==> src/rtl/hivc_pkg.sv <==
// Package for the interrupt vector controller: action and size codes, register map
// constants, controller state type and the command/status structs.
// No dependencies.
package hivc_pkg;

    localparam int ROWS = 32;
    localparam int ROW_AW = 5;

    localparam logic [7:0] STATUS_BASE = 8'd128;
    localparam logic [7:0] ENABLE_BASE = 8'd160;
    localparam logic [7:0] AREA_SPAN = 8'd32;

    localparam logic [1:0] ACT_READ = 2'd0;
    localparam logic [1:0] ACT_WRITE = 2'd1;
    localparam logic [1:0] ACT_IRQ = 2'd2;

    localparam logic [1:0] SZ_1 = 2'd0;
    localparam logic [1:0] SZ_2 = 2'd1;
    localparam logic [1:0] SZ_4 = 2'd2;
    localparam logic [1:0] SZ_8 = 2'd3;

    typedef enum logic [2:0] {
        S_IDLE,
        S_FETCH,
        S_MODIFY,
        S_RD_ST,
        S_RD_EN,
        S_LINE,
        S_DONE
    } t_state;

    typedef enum logic [1:0] {
        RSEL_ITEM,
        RSEL_STATUS,
        RSEL_ENABLE
    } t_rsel;

    typedef struct packed {
        logic  accept;
        logic  rd_en;
        t_rsel rd_sel;
        logic  modify;
        logic  cap_st;
        logic  line_upd;
        logic  out_load;
    } t_cmd;

    typedef struct packed {
        logic need_line;
        logic out_free;
    } t_sts;

    function automatic logic [63:0] byte_mask(input logic [1:0] size);
        logic [63:0] m;
        begin
            unique case (size)
                SZ_1: m = 64'h0000_0000_0000_00ff;
                SZ_2: m = 64'h0000_0000_0000_ffff;
                SZ_4: m = 64'h0000_0000_ffff_ffff;
                default: m = 64'hffff_ffff_ffff_ffff;
            endcase
            return m;
        end
    endfunction

    function automatic logic [7:0] align_off(input logic [7:0] off, input logic [1:0] size);
        logic [2:0] low;
        begin
            unique case (size)
                SZ_1: low = off[2:0];
                SZ_2: low = {off[2:1], 1'b0};
                SZ_4: low = {off[2], 2'b00};
                default: low = 3'b000;
            endcase
            return {off[7:3], low};
        end
    endfunction

endpackage

==> src/rtl/ht_interrupt_vector_controller_core.sv <==
// Reads, raw writes and ignored items pass from input accept through fetch, modify and done; an
// item that updates a line also passes status read, enable read and line update after modify.
// A new item is taken only once the previous one has passed the read-modify-write sequence on the
// register memory and been loaded into the output register, which lets the next item in.
// Reset (i_rst_n low, synchronous): register space reads as zero (row valid bits cleared),
// line levels zero, controller idle, no result pending. No clearing pass.
module ht_interrupt_vector_controller_core (
    input  logic        i_clk,
    input  logic        i_rst_n,
    input  logic        i_s_tvalid,
    output logic        o_s_tready,
    // action[1:0], reg_offset[9:2], access_size[11:10], write_data[75:12],
    // irq_number[83:76], irq_level[84], zero[87:85]
    input  logic [87:0] i_s_tdata,
    output logic        o_m_tvalid,
    input  logic        i_m_tready,
    // read_data[63:0], line_levels[71:64]
    output logic [71:0] o_m_tdata
);
    import hivc_pkg::*;

    t_cmd        w_cmd;
    t_sts        w_sts;
    logic [63:0] w_read_data;
    logic [7:0]  w_line_levels;

    hivc_ctrl u_ctrl (
        .i_clk      (i_clk),
        .i_rst_n    (i_rst_n),
        .i_s_tvalid (i_s_tvalid),
        .o_s_tready (o_s_tready),
        .i_sts      (w_sts),
        .o_cmd      (w_cmd)
    );

    hivc_dp u_dp (
        .i_clk         (i_clk),
        .i_rst_n       (i_rst_n),
        .i_cmd         (w_cmd),
        .o_sts         (w_sts),
        .i_action      (i_s_tdata[1:0]),
        .i_reg_offset  (i_s_tdata[9:2]),
        .i_access_size (i_s_tdata[11:10]),
        .i_write_data  (i_s_tdata[75:12]),
        .i_irq_number  (i_s_tdata[83:76]),
        .i_irq_level   (i_s_tdata[84]),
        .i_m_tready    (i_m_tready),
        .o_m_tvalid    (o_m_tvalid),
        .o_read_data   (w_read_data),
        .o_line_levels (w_line_levels)
    );

    assign o_m_tdata = {w_line_levels, w_read_data};

endmodule

==> src/rtl/hivc_ctrl.sv <==
// Controller state machine of the interrupt vector controller.
// Depends on hivc_pkg; drives hivc_dp through t_cmd, watches t_sts.
module hivc_ctrl (
    input  logic          i_clk,
    input  logic          i_rst_n,
    input  logic          i_s_tvalid,
    output logic          o_s_tready,
    input  hivc_pkg::t_sts i_sts,
    output hivc_pkg::t_cmd o_cmd
);
    import hivc_pkg::*;

    t_state r_state;
    t_state n_state;

    always_ff @(posedge i_clk) begin
        if (!i_rst_n) begin
            r_state <= S_IDLE;
        end else begin
            r_state <= n_state;
        end
    end

    always_comb begin
        n_state = r_state;
        o_cmd = '0;
        o_cmd.rd_sel = RSEL_ITEM;
        o_s_tready = 1'b0;
        unique case (r_state)
            S_IDLE: begin
                o_s_tready = 1'b1;
                if (i_s_tvalid) begin
                    o_cmd.accept = 1'b1;
                    n_state = S_FETCH;
                end
            end
            S_FETCH: begin
                o_cmd.rd_en = 1'b1;
                n_state = S_MODIFY;
            end
            S_MODIFY: begin
                o_cmd.modify = 1'b1;
                n_state = i_sts.need_line ? S_RD_ST : S_DONE;
            end
            S_RD_ST: begin
                o_cmd.rd_en = 1'b1;
                o_cmd.rd_sel = RSEL_STATUS;
                n_state = S_RD_EN;
            end
            S_RD_EN: begin
                o_cmd.cap_st = 1'b1;
                o_cmd.rd_en = 1'b1;
                o_cmd.rd_sel = RSEL_ENABLE;
                n_state = S_LINE;
            end
            S_LINE: begin
                o_cmd.line_upd = 1'b1;
                n_state = S_DONE;
            end
            S_DONE: begin
                if (i_sts.out_free) begin
                    o_cmd.out_load = 1'b1;
                    n_state = S_IDLE;
                end
            end
            default: n_state = S_IDLE;
        endcase
    end

endmodule

==> src/rtl/hivc_dp.sv <==
// Datapath of the interrupt vector controller: item latch, 32x64 register memory
// with per-row valid bits, byte merge, line levels and output register. Uses hivc_pkg.
module hivc_dp (
    input  logic           i_clk,
    input  logic           i_rst_n,
    input  hivc_pkg::t_cmd i_cmd,
    output hivc_pkg::t_sts o_sts,
    input  logic [1:0]     i_action,
    input  logic [7:0]     i_reg_offset,
    input  logic [1:0]     i_access_size,
    input  logic [63:0]    i_write_data,
    input  logic [7:0]     i_irq_number,
    input  logic           i_irq_level,
    input  logic           i_m_tready,
    output logic           o_m_tvalid,
    output logic [63:0]    o_read_data,
    output logic [7:0]     o_line_levels
);
    import hivc_pkg::*;

    logic [63:0] r_mem [ROWS];
    logic [ROWS-1:0] r_row_vld;
    logic [63:0] r_rd_data;
    logic r_rd_vld;

    logic [1:0]  r_act;
    logic [7:0]  r_off;
    logic [1:0]  r_size;
    logic [63:0] r_wdata;
    logic [7:0]  r_irq;
    logic        r_lvl;

    logic [63:0] r_res;
    logic [31:0] r_st_word;
    logic [7:0]  r_levels;
    logic        r_out_vld;
    logic [63:0] r_out_data;
    logic [7:0]  r_out_lvl;

    logic [7:0]  w_irq_off;
    logic [7:0]  w_tgt_off;
    logic [7:0]  w_st_d;
    logic [7:0]  w_en_d;
    logic        w_st_hit;
    logic        w_en_hit;
    logic [2:0]  w_k;
    logic [7:0]  w_lst_off;
    logic [7:0]  w_len_off;
    logic [ROW_AW-1:0] w_rd_addr;
    logic [63:0] w_row;
    logic [5:0]  w_sh;
    logic [31:0] w_cur;
    logic [31:0] w_bit;
    logic        w_wr_en;
    logic [63:0] w_wval;
    logic [1:0]  w_wsize;
    logic        w_need_line;
    logic [63:0] w_bm;
    logic [63:0] w_new_row;
    logic [63:0] w_rd_res;
    logic [31:0] w_en_word;

    assign w_irq_off = STATUS_BASE + {3'b000, r_irq[7:5], 2'b00};
    assign w_tgt_off = (r_act == ACT_IRQ) ? w_irq_off : r_off;
    assign w_st_d = r_off - STATUS_BASE;
    assign w_en_d = r_off - ENABLE_BASE;
    assign w_st_hit = (r_off >= STATUS_BASE) && (w_st_d < AREA_SPAN) && (w_st_d[1:0] == 2'b00);
    assign w_en_hit = (r_off >= ENABLE_BASE) && (w_en_d < AREA_SPAN) && (w_en_d[1:0] == 2'b00);

    always_comb begin
        if (r_act == ACT_IRQ) begin
            w_k = r_irq[7:5];
        end else if (w_st_hit) begin
            w_k = w_st_d[4:2];
        end else begin
            w_k = w_en_d[4:2];
        end
    end

    assign w_lst_off = STATUS_BASE + {3'b000, w_k, 2'b00};
    assign w_len_off = ENABLE_BASE + {3'b000, w_k, 2'b00};

    always_comb begin
        unique case (i_cmd.rd_sel)
            RSEL_STATUS: w_rd_addr = w_lst_off[7:3];
            RSEL_ENABLE: w_rd_addr = w_len_off[7:3];
            default:     w_rd_addr = w_tgt_off[7:3];
        endcase
    end

    assign w_row = r_rd_vld ? r_rd_data : 64'd0;
    assign w_sh = {w_tgt_off[2:0], 3'b000};
    assign w_cur = 32'(w_row >> w_sh);
    assign w_bit = 32'd1 << r_irq[4:0];

    always_comb begin
        w_wr_en = 1'b0;
        w_wval = r_wdata;
        w_wsize = r_size;
        w_need_line = 1'b0;
        case (r_act)
            ACT_WRITE: begin
                if (w_st_hit) begin
                    if (r_size == SZ_4) begin
                        w_wr_en = 1'b1;
                        w_wval = {32'd0, w_cur & ~r_wdata[31:0]};
                        w_need_line = 1'b1;
                    end
                end else if (w_en_hit) begin
                    if (r_size == SZ_4) begin
                        w_wr_en = 1'b1;
                        w_wval = {32'd0, r_wdata[31:0]};
                        w_need_line = 1'b1;
                    end
                end else begin
                    w_wr_en = 1'b1;
                end
            end
            ACT_IRQ: begin
                w_wr_en = 1'b1;
                w_wsize = SZ_4;
                w_wval = {32'd0, r_lvl ? (w_cur | w_bit) : (w_cur & ~w_bit)};
                w_need_line = 1'b1;
            end
            default: begin
                w_wr_en = 1'b0;
            end
        endcase
    end

    assign w_bm = byte_mask(w_wsize);
    assign w_new_row = (w_row & ~(w_bm << w_sh)) | ((w_wval & w_bm) << w_sh);
    assign w_rd_res = (r_act == ACT_READ) ? ((w_row >> w_sh) & byte_mask(r_size)) : 64'd0;
    assign w_en_word = 32'(w_row >> {w_len_off[2:0], 3'b000});

    always_ff @(posedge i_clk) begin
        if (i_cmd.rd_en) begin
            r_rd_data <= r_mem[w_rd_addr];
        end
        if (i_cmd.modify && w_wr_en) begin
            r_mem[w_tgt_off[7:3]] <= w_new_row;
        end
    end

    always_ff @(posedge i_clk) begin
        if (!i_rst_n) begin
            r_row_vld <= '0;
            r_rd_vld <= 1'b0;
            r_levels <= '0;
            r_out_vld <= 1'b0;
        end else begin
            if (i_cmd.rd_en) begin
                r_rd_vld <= r_row_vld[w_rd_addr];
            end
            if (i_cmd.modify && w_wr_en) begin
                r_row_vld[w_tgt_off[7:3]] <= 1'b1;
            end
            if (i_cmd.line_upd) begin
                r_levels[w_k] <= |(r_st_word & w_en_word);
            end
            if (i_cmd.out_load) begin
                r_out_vld <= 1'b1;
            end else if (i_m_tready) begin
                r_out_vld <= 1'b0;
            end
        end
    end

    always_ff @(posedge i_clk) begin
        if (i_cmd.accept) begin
            r_act <= i_action;
            r_off <= align_off(i_reg_offset, i_access_size);
            r_size <= i_access_size;
            r_wdata <= i_write_data;
            r_irq <= i_irq_number;
            r_lvl <= i_irq_level;
        end
        if (i_cmd.modify) begin
            r_res <= w_rd_res;
        end
        if (i_cmd.cap_st) begin
            r_st_word <= 32'(w_row >> {w_lst_off[2:0], 3'b000});
        end
        if (i_cmd.out_load) begin
            r_out_data <= r_res;
            r_out_lvl <= r_levels;
        end
    end

    assign o_sts.need_line = w_need_line;
    assign o_sts.out_free = !r_out_vld || i_m_tready;
    assign o_m_tvalid = r_out_vld;
    assign o_read_data = r_out_data;
    assign o_line_levels = r_out_lvl;

endmodule

==> config.mk <==
export PLATFORM = sky130hd
export DESIGN_NAME = ht_interrupt_vector_controller_core
export DESIGN_NICKNAME = d
export VERILOG_FILES = /design/src/rtl/hivc_pkg.sv /design/src/rtl/ht_interrupt_vector_controller_core.sv /design/src/rtl/hivc_ctrl.sv /design/src/rtl/hivc_dp.sv
export SDC_FILE = /design/constraint.sdc
export NUM_CORES = 2
export LEC_CHECK = 0
export BUFFER_PORTS_ARGS = -buffer_cell sky130_fd_sc_hd__buf_2
export CAP_MARGIN = 30
export CORE_MARGIN = 3
export CORE_UTILIZATION = 55
export CTS_BUF_LIST = sky130_fd_sc_hd__clkbuf_16
export DETAILED_ROUTE_END_ITERATION = 16
export PLACE_DENSITY = 0.74
export SYNTH_ARGS = -nofsm -noshare
export SYNTH_HDL_FRONTEND = slang
export SYNTH_SLANG_ARGS = --single-unit
==> constraint.sdc <==
create_clock -name i_clk -period 5.5 [get_ports i_clk]
set_clock_uncertainty 0.05 [all_clocks]
set_input_delay 0.275 -clock i_clk [delete_from_list [all_inputs] [get_ports i_clk]]
set_output_delay 0.275 -clock i_clk [all_outputs]
set_load 0.02 [all_outputs]
* After elaboration in Yosys (flattened, before gate mapping)
Memory sizes are Yosys's and may differ from the RTL's. A register that Yosys moved wholly into a read port is not among the register bits.
Cells that the tools add are included.
W data, S select, Z words.
** Storage, ports and cells
- Bits in latches :: 0
- Bits in read-only memories :: 0
- RAM bits :: 2048
- Word-level logic and storage cells :: 133
- Input port bits :: 92
- Bits in registers :: 298
- Memories kept :: 1
** Cells by class
- Shift-type cells :: 6
- Eq/ne operators :: 18
- $lt $le $gt $ge :: 9
- Div/mod/pow operators :: 0
- Reduce and logical (&&, ||, !) cells :: 20
- Muxes and demuxes :: 47
- Multiply operators :: 0
- $add $sub $neg :: 5
- Bitwise logic cells :: 12
** Memories
- u_dp.r_mem :: depth 32, width 64, read ports 1, clocked after memory_dff 1, wr ports 1, line hivc_dp.sv:21 : logic [63:0] r_mem [ROWS];
** Operators by type and width (count)
- $pmux W64 S3 :: 2
- $mux W64 :: 5
- $and A64 B64 Y64 :: 3
- $pmux W64 S2 :: 1
- $shl A64 B6 Y64 :: 2
- $shr A64 B6 Y32 :: 2
- $and A32 B32 Y32 :: 3
- $not A32 Y32 :: 2
- $not A64 Y64 :: 1
- $or A32 B32 Y32 :: 2
- $or A64 B64 Y64 :: 1
- $shr A64 B6 Y64 :: 1
- $mux W32 :: 1
- $reduce_or A32 Y1 :: 1
- $shl A1 B5 Y32 const A :: 1
- $add A8 B5 Y8 const A :: 3
- $mux W1 :: 21
- $pmux W3 S7 :: 1
- $ge A8 B8 Y1 const B :: 2
- $lt A8 B6 Y1 const B :: 2
- $sub A8 B8 Y8 const B :: 2
- $mux W3 :: 5
- $logic_not A2 Y1 :: 6
- $lt A5 B6 Y1 const B :: 2
- 27 further kinds :: 45

* Logic depth before layout (Yosys ltp)
- Depth in word-level cells :: 11
- Depth in mapped cells :: 14
- Mapped depth without buffers :: 9

* Modules after synthesis
From an unflattened synthesis, not the netlist that was laid out.
** Second synthesis, totals
- Cell total of the unflattened synthesis :: 5552
- Area total of the unflattened synthesis :: 97048.1 µm²
** Modules (own cells, without submodules)
- hivc_dp :: cells each 5525, area each 96805.3 µm², sequential area each 71858.9 µm², instances 1
- hivc_ctrl :: cells each 27, area each 242.7 µm², sequential area each 60.1 µm², instances 1

* Worst setup path before layout
Ideal clock, no wire load.
- Kind :: reg-to-reg
- From :: register u_dp.r_act[0]
- To :: memory u_dp.r_mem[12][0] (enable)
- Setup time :: 488 ps
- Stages on the path, launching flop included :: 11
- Data arrival time :: 4872 ps
- Path slack :: 90 ps
- Period minus slack after synthesis :: 5410 ps
- Path buffers :: 4
- Cells stage by stage :: edfxtp_1 -> inv_1 -> ha_1 -> buf_4 -> buf_4 -> buf_2 -> buf_2 -> a21oi_1 -> nor4_1 -> nand3_1 -> nor2_1
** Between the ends
- Longest elaborated chain between the ends :: 5
- Elaborated cells on any way between the ends :: 7
** RTL lines
- start: declaration :: line hivc_dp.sv:26 : logic [1:0] r_act;
- start signal: assignment :: line hivc_dp.sv:171 : r_act <= i_action;
- $eq A2 B2 Y1 / $eq A2 B1 Y1 (equally long branches) :: line hivc_dp.sv:64, hivc_dp.sv:101
- $pmux W1 S2 :: line hivc_dp.sv:101 : case (r_act)
- $logic_and A1 B1 Y1 :: line hivc_dp.sv:140 : if (i_cmd.modify && w_wr_en) begin
- $mux W1 :: line hivc_dp.sv:140
- $mux W1 (implied by the code) :: line hivc_dp.sv:141 : r_mem[w_tgt_off[7:3]] <= w_new_row;
- end: declaration :: line hivc_dp.sv:21
Several ways; a longest one is shown, not always the timed one.

* Worst setup path after layout
- From :: register u_dp.r_act[0]
- To :: memory u_dp.r_mem[30][32], data pin
** Between the ends
- Longest elaborated chain between the ends :: 10
- Elaborated cells on any way between the ends :: 22
** RTL lines
- $eq A2 B2 Y1 :: line hivc_dp.sv:64, hivc_dp.sv:101
- $mux W8 :: line hivc_dp.sv:64 : assign w_tgt_off = (r_act == ACT_IRQ) ? w_irq_off : r_off;
- $shr A64 B6 Y64 :: line hivc_dp.sv:93 : assign w_cur = 32'(w_row >> w_sh);
- $and A32 B32 Y32 :: line hivc_dp.sv:106 : w_wval = {32'd0, w_cur & ~r_wdata[31:0]};
- $mux W64 :: line hivc_dp.sv:104 : if (r_size == SZ_4) begin
- $mux W64 :: line hivc_dp.sv:103 : if (w_st_hit) begin
- $pmux W64 S2 :: line hivc_dp.sv:101
- $and A64 B64 Y64 :: line hivc_dp.sv:132 : assign w_new_row = (w_row & ~(w_bm << w_sh)) | ((w_wval & w_bm) << w_sh);
- $shl A64 B6 Y64 :: line hivc_dp.sv:132
- $or A64 B64 Y64 (*) :: line hivc_dp.sv:132
- net u_dp.w_new_row[32] :: line hivc_dp.sv:59 : logic [63:0] w_new_row;
The timed path passes the listed nets; every way through them passes the cells marked *.

==> out/metrics.yaml <==
synth.top_cells.by_area: "edfxtp_1 (73%), mux4_2 (12%), nand2_1 (3.0%), nand3_1 (1.9%), dfxtp_1 (0.93%)"
hp-class: "input port to register"
crit_arrival_ns: 5.41
final_hold_viol_count: 0
critPathKind: "register to register"
min_period_ns: 4.844
synth_top_area_cell: "edfxtp_1"
root_buffer: "clkbuf_16"
status: "complete, no violations"
tightest_slew_ns: 1.209
die_x_um: 425.9
p_leak_uw: 0.03707
grt_pass1_vias: 56370
r2r-start: "u_dp.r_act[0]$_DFFE_PP_"
cts_tree: "built"
start_kind: "register"
final_core_util_pct: 64.08
irDropWorstVdd_mv: 0.3927
grt.met3_usage_pct: 7.783
rsz0062_at_grt: "no"
final_cell_mix: "edfxtp_1 (2,365), nand2_1 (768), mux4_2 (522), nand3_1 (358), buf_4 (248)"
drt_iter0_markers: 9235
start_util_pct: 55.55
grtUsageMet1_pct: 45.83
fmax_mhz: 206.5
grt_pass1_wl_um: 415400
synth_warnings: 0
top_usage_layer: "met2"
r2r_slack_ns: 0.66
die_y_um: 425.9
syn_inst: 5512
synth_edf_count: 2365
layout_commonest_cell: "edfxtp_1"
fillers: 11560
synth_top_area_share_pct: 73.22
synthToLayoutAreaGrowth_pct: 15.35
first_pass_iters: 9
crit_path_max_incr_delay_ns: 0.65
dp_hpwl_um: 176900
finalNonFillerCells: 8515
seq_area_frac_synth_pct: 74.15
synth-seq-cells: 2410
io_buffers: 162
clk_pin_slew_worst_paths_ns: 0.06
totalNegativeSetupSlack_ns: 0
gp_congestion: 1.034
clk_path_buf_depth: 3
startpoint: "u_dp.r_act[0]$_DFFE_PP_"
grt_overflow_total: 0
antenna_found_initial: 11
ant_nets: 0
syn_area_per_cell_um2: 17.60
place_inst: 8011
cp-end-kind: "register"
final_nets: 6100
synth_flop_cell: "edfxtp_1"
ys_types: 89
viasPerCell: 6.768
r2r_end: "u_dp.r_mem[30][32]$_DFFE_PP_"
die_area_mm2: 0.1814
coreArea_mm2: 0.1746
endpoint: "u_dp.r_mem[30][32]$_DFFE_PP_"
setup_violations: 0
fp-row-count: 153
path_cells: "inv_1, ha_2, nor2b_2, buf_4, nor2_2, a221oi_1, buf_4, a211oi_1, buf_4, o22ai_1, buf_4, o221ai_2, buf_4"
synthesis.area_mm2: 0.09699
avgRoutedWirePerCell_um: 34.38
required_ns: 6.07
cts_buffers: 221
async_flop_share_pct: 0
io_pins: 166
h-tree-depth: 4
slew_headroom_pct: 19.40
slowest_stage: "nor2_2"
insertion_delay_ns: 0.89
r2r.worst_path.cells: 13
vias: 57630
setup_slack_ns: 0.6564
routed_wirelength_um: 292700
crit_fanout: 32
grt_max_degree: 73
final_max_slew_viol_count: 0
track_usage_pct: 32.46
maxCapViolCount: 0
grt_util_met2_pct: 48.01
dp_slack_ns: 0.9555
drive_gt1_share_pct: 23.94
numClockSinks: 2410
finalCritPeriodShare_pct: 88.07
powerDensity_mw_per_mm2: 398.6
drc_errors: 0
crit_top_cell: "buf_4"
cts_resized: 0
syn_nets: 5610
power breakdown:
group	total (uW)	switching [uW]	leakage [uW]	internal [uW]
logic	7380	4960	0.0113	2420
registers	22000	468	0.0221	21500
clock network	15200	6710	0.00369	8510
total	44600	12100	0.0371	32500
cells by family (layout without fill, tap and decap cells):
family          count (synthesis)  in the layout  share of synthesized area (%)
mux                           604            604                          12.99
buf+inv                       363           1038                          1.651
simple gates                 1519           1519                          6.955
other cells                     0              3                              0
xor+xnor                        1              1                       0.009032
fa+ha+maj                       6              6                        0.07740
flops                        2410           2410                          74.15
compound gates                609            609                          4.165
cell usage after synthesis (9+ instances only):
master / count
a21oi_1: 119
a31oi_1: 9
o22ai_1: 19
and3_1: 12
a221oi_1: 16
o21ai_0: 160
buf_1: 32
o221ai_1: 15
inv_1: 19
edfxtp_1: 2365
nand2_1: 769
mux2_2: 16
nand4_1: 10
a222oi_1: 9
mux4_2: 522
mux2i_1: 65
nand2b_1: 22
o211ai_1: 20
a21boi_0: 10
nor3_1: 65
a22oi_1: 47
a32oi_1: 12
o32ai_1: 17
nand3_1: 359
o31ai_1: 13
dfxtp_1: 45
o21a_1: 45
nor2b_1: 22
nor2_1: 171
buf_2: 128
and2_1: 20
a211oi_1: 14
o21ai_1: 11
clkbuf_1: 170
metal layers:
metal	routed length, um	part of all wire (%)	vias up
met5	54	0.018	-
met3	34190	12	711
met2	132700	45	4221
met1	109300	37	29640
li1	-	-	23050
met4	16480	5.6	8
sequential cells by signal, indices dropped and copies added, names as in the netlist:
name,flops
u_ctrl.r_state,3
u_dp.o_line_levels,8
u_dp.o_m_tvalid,1
u_dp.o_read_data,64
u_dp.r_act,2
u_dp.r_irq,8
u_dp.r_levels,8
u_dp.r_lvl,1
u_dp.r_mem,2048
u_dp.r_off,8
u_dp.r_rd_data,64
u_dp.r_rd_vld,1
u_dp.r_res,64
u_dp.r_row_vld,32
u_dp.r_size,2
u_dp.r_st_word,32
u_dp.r_wdata,64
layout make-up:
class,count,area (um2),area share [%]
repair buffers,610,5709,5.103
diodes,3,7.507,0.006710
clock inverters,186,1649,1.474
inverters,20,75.07,0.06710
well taps,2325,2909,2.600
multi-input cells,2739,24050,21.50
clock buffers,222,5555,4.965
flip-flops and latches,2410,71920,64.28
worst max-delay path, delay by kind of cell, from the launching register on:
kind / cells / cell delay (ns)
AO/OA/AOI/OAI: 4 / 1.04
adder cells (fa/ha/maj): 1 / 0.56
buffers and inverters: 6 / 1.48
flip-flops: 1 / 0.40
AND/OR/NAND/NOR: 2 / 0.98
timing repair:
action | CTS | global route
hold buffers | 89 | 0
buffers inserted | 0 | 0
setup endpoints to repair | 0 | 0
endpoints found under the hold margin | 124 | 0
worst min path at each step:
stage / from / to / slack (ns) / cells past startpoint
floorplan: i_s_tdata[0] / u_dp.r_act[0]$_DFFE_PP_ / 0.32 / 0
global placement: u_dp.r_res[25]$_SDFFCE_PP0P_ / u_dp.o_read_data[25]$_DFFE_PP_ / 0.35 / 0
detailed placement: u_dp.r_res[16]$_SDFFCE_PP0P_ / u_dp.o_read_data[16]$_DFFE_PP_ / 0.35 / 0
CTS: i_s_tdata[40] / u_dp.r_wdata[28]$_DFFE_PP_ / 0.001 / 2
global route: i_s_tdata[13] / u_dp.r_wdata[1]$_DFFE_PP_ / 0.03 / 2
finish: i_s_tdata[13] / u_dp.r_wdata[1]$_DFFE_PP_ / 0.06 / 2
per-stage QoR:
stage	power (uW)	hold WS (ns)	area, um2
after floorplan	26240	0.3239	96990
after global placement	29310	0.3503	103700
after detailed placement	29480	0.3545	103700
after CTS	44550	0.001451	111800
after global routing	45830	0.03107	111900
final	44600	0.05638	111900
Note: power is estimated with default switching activity, not from simulation.
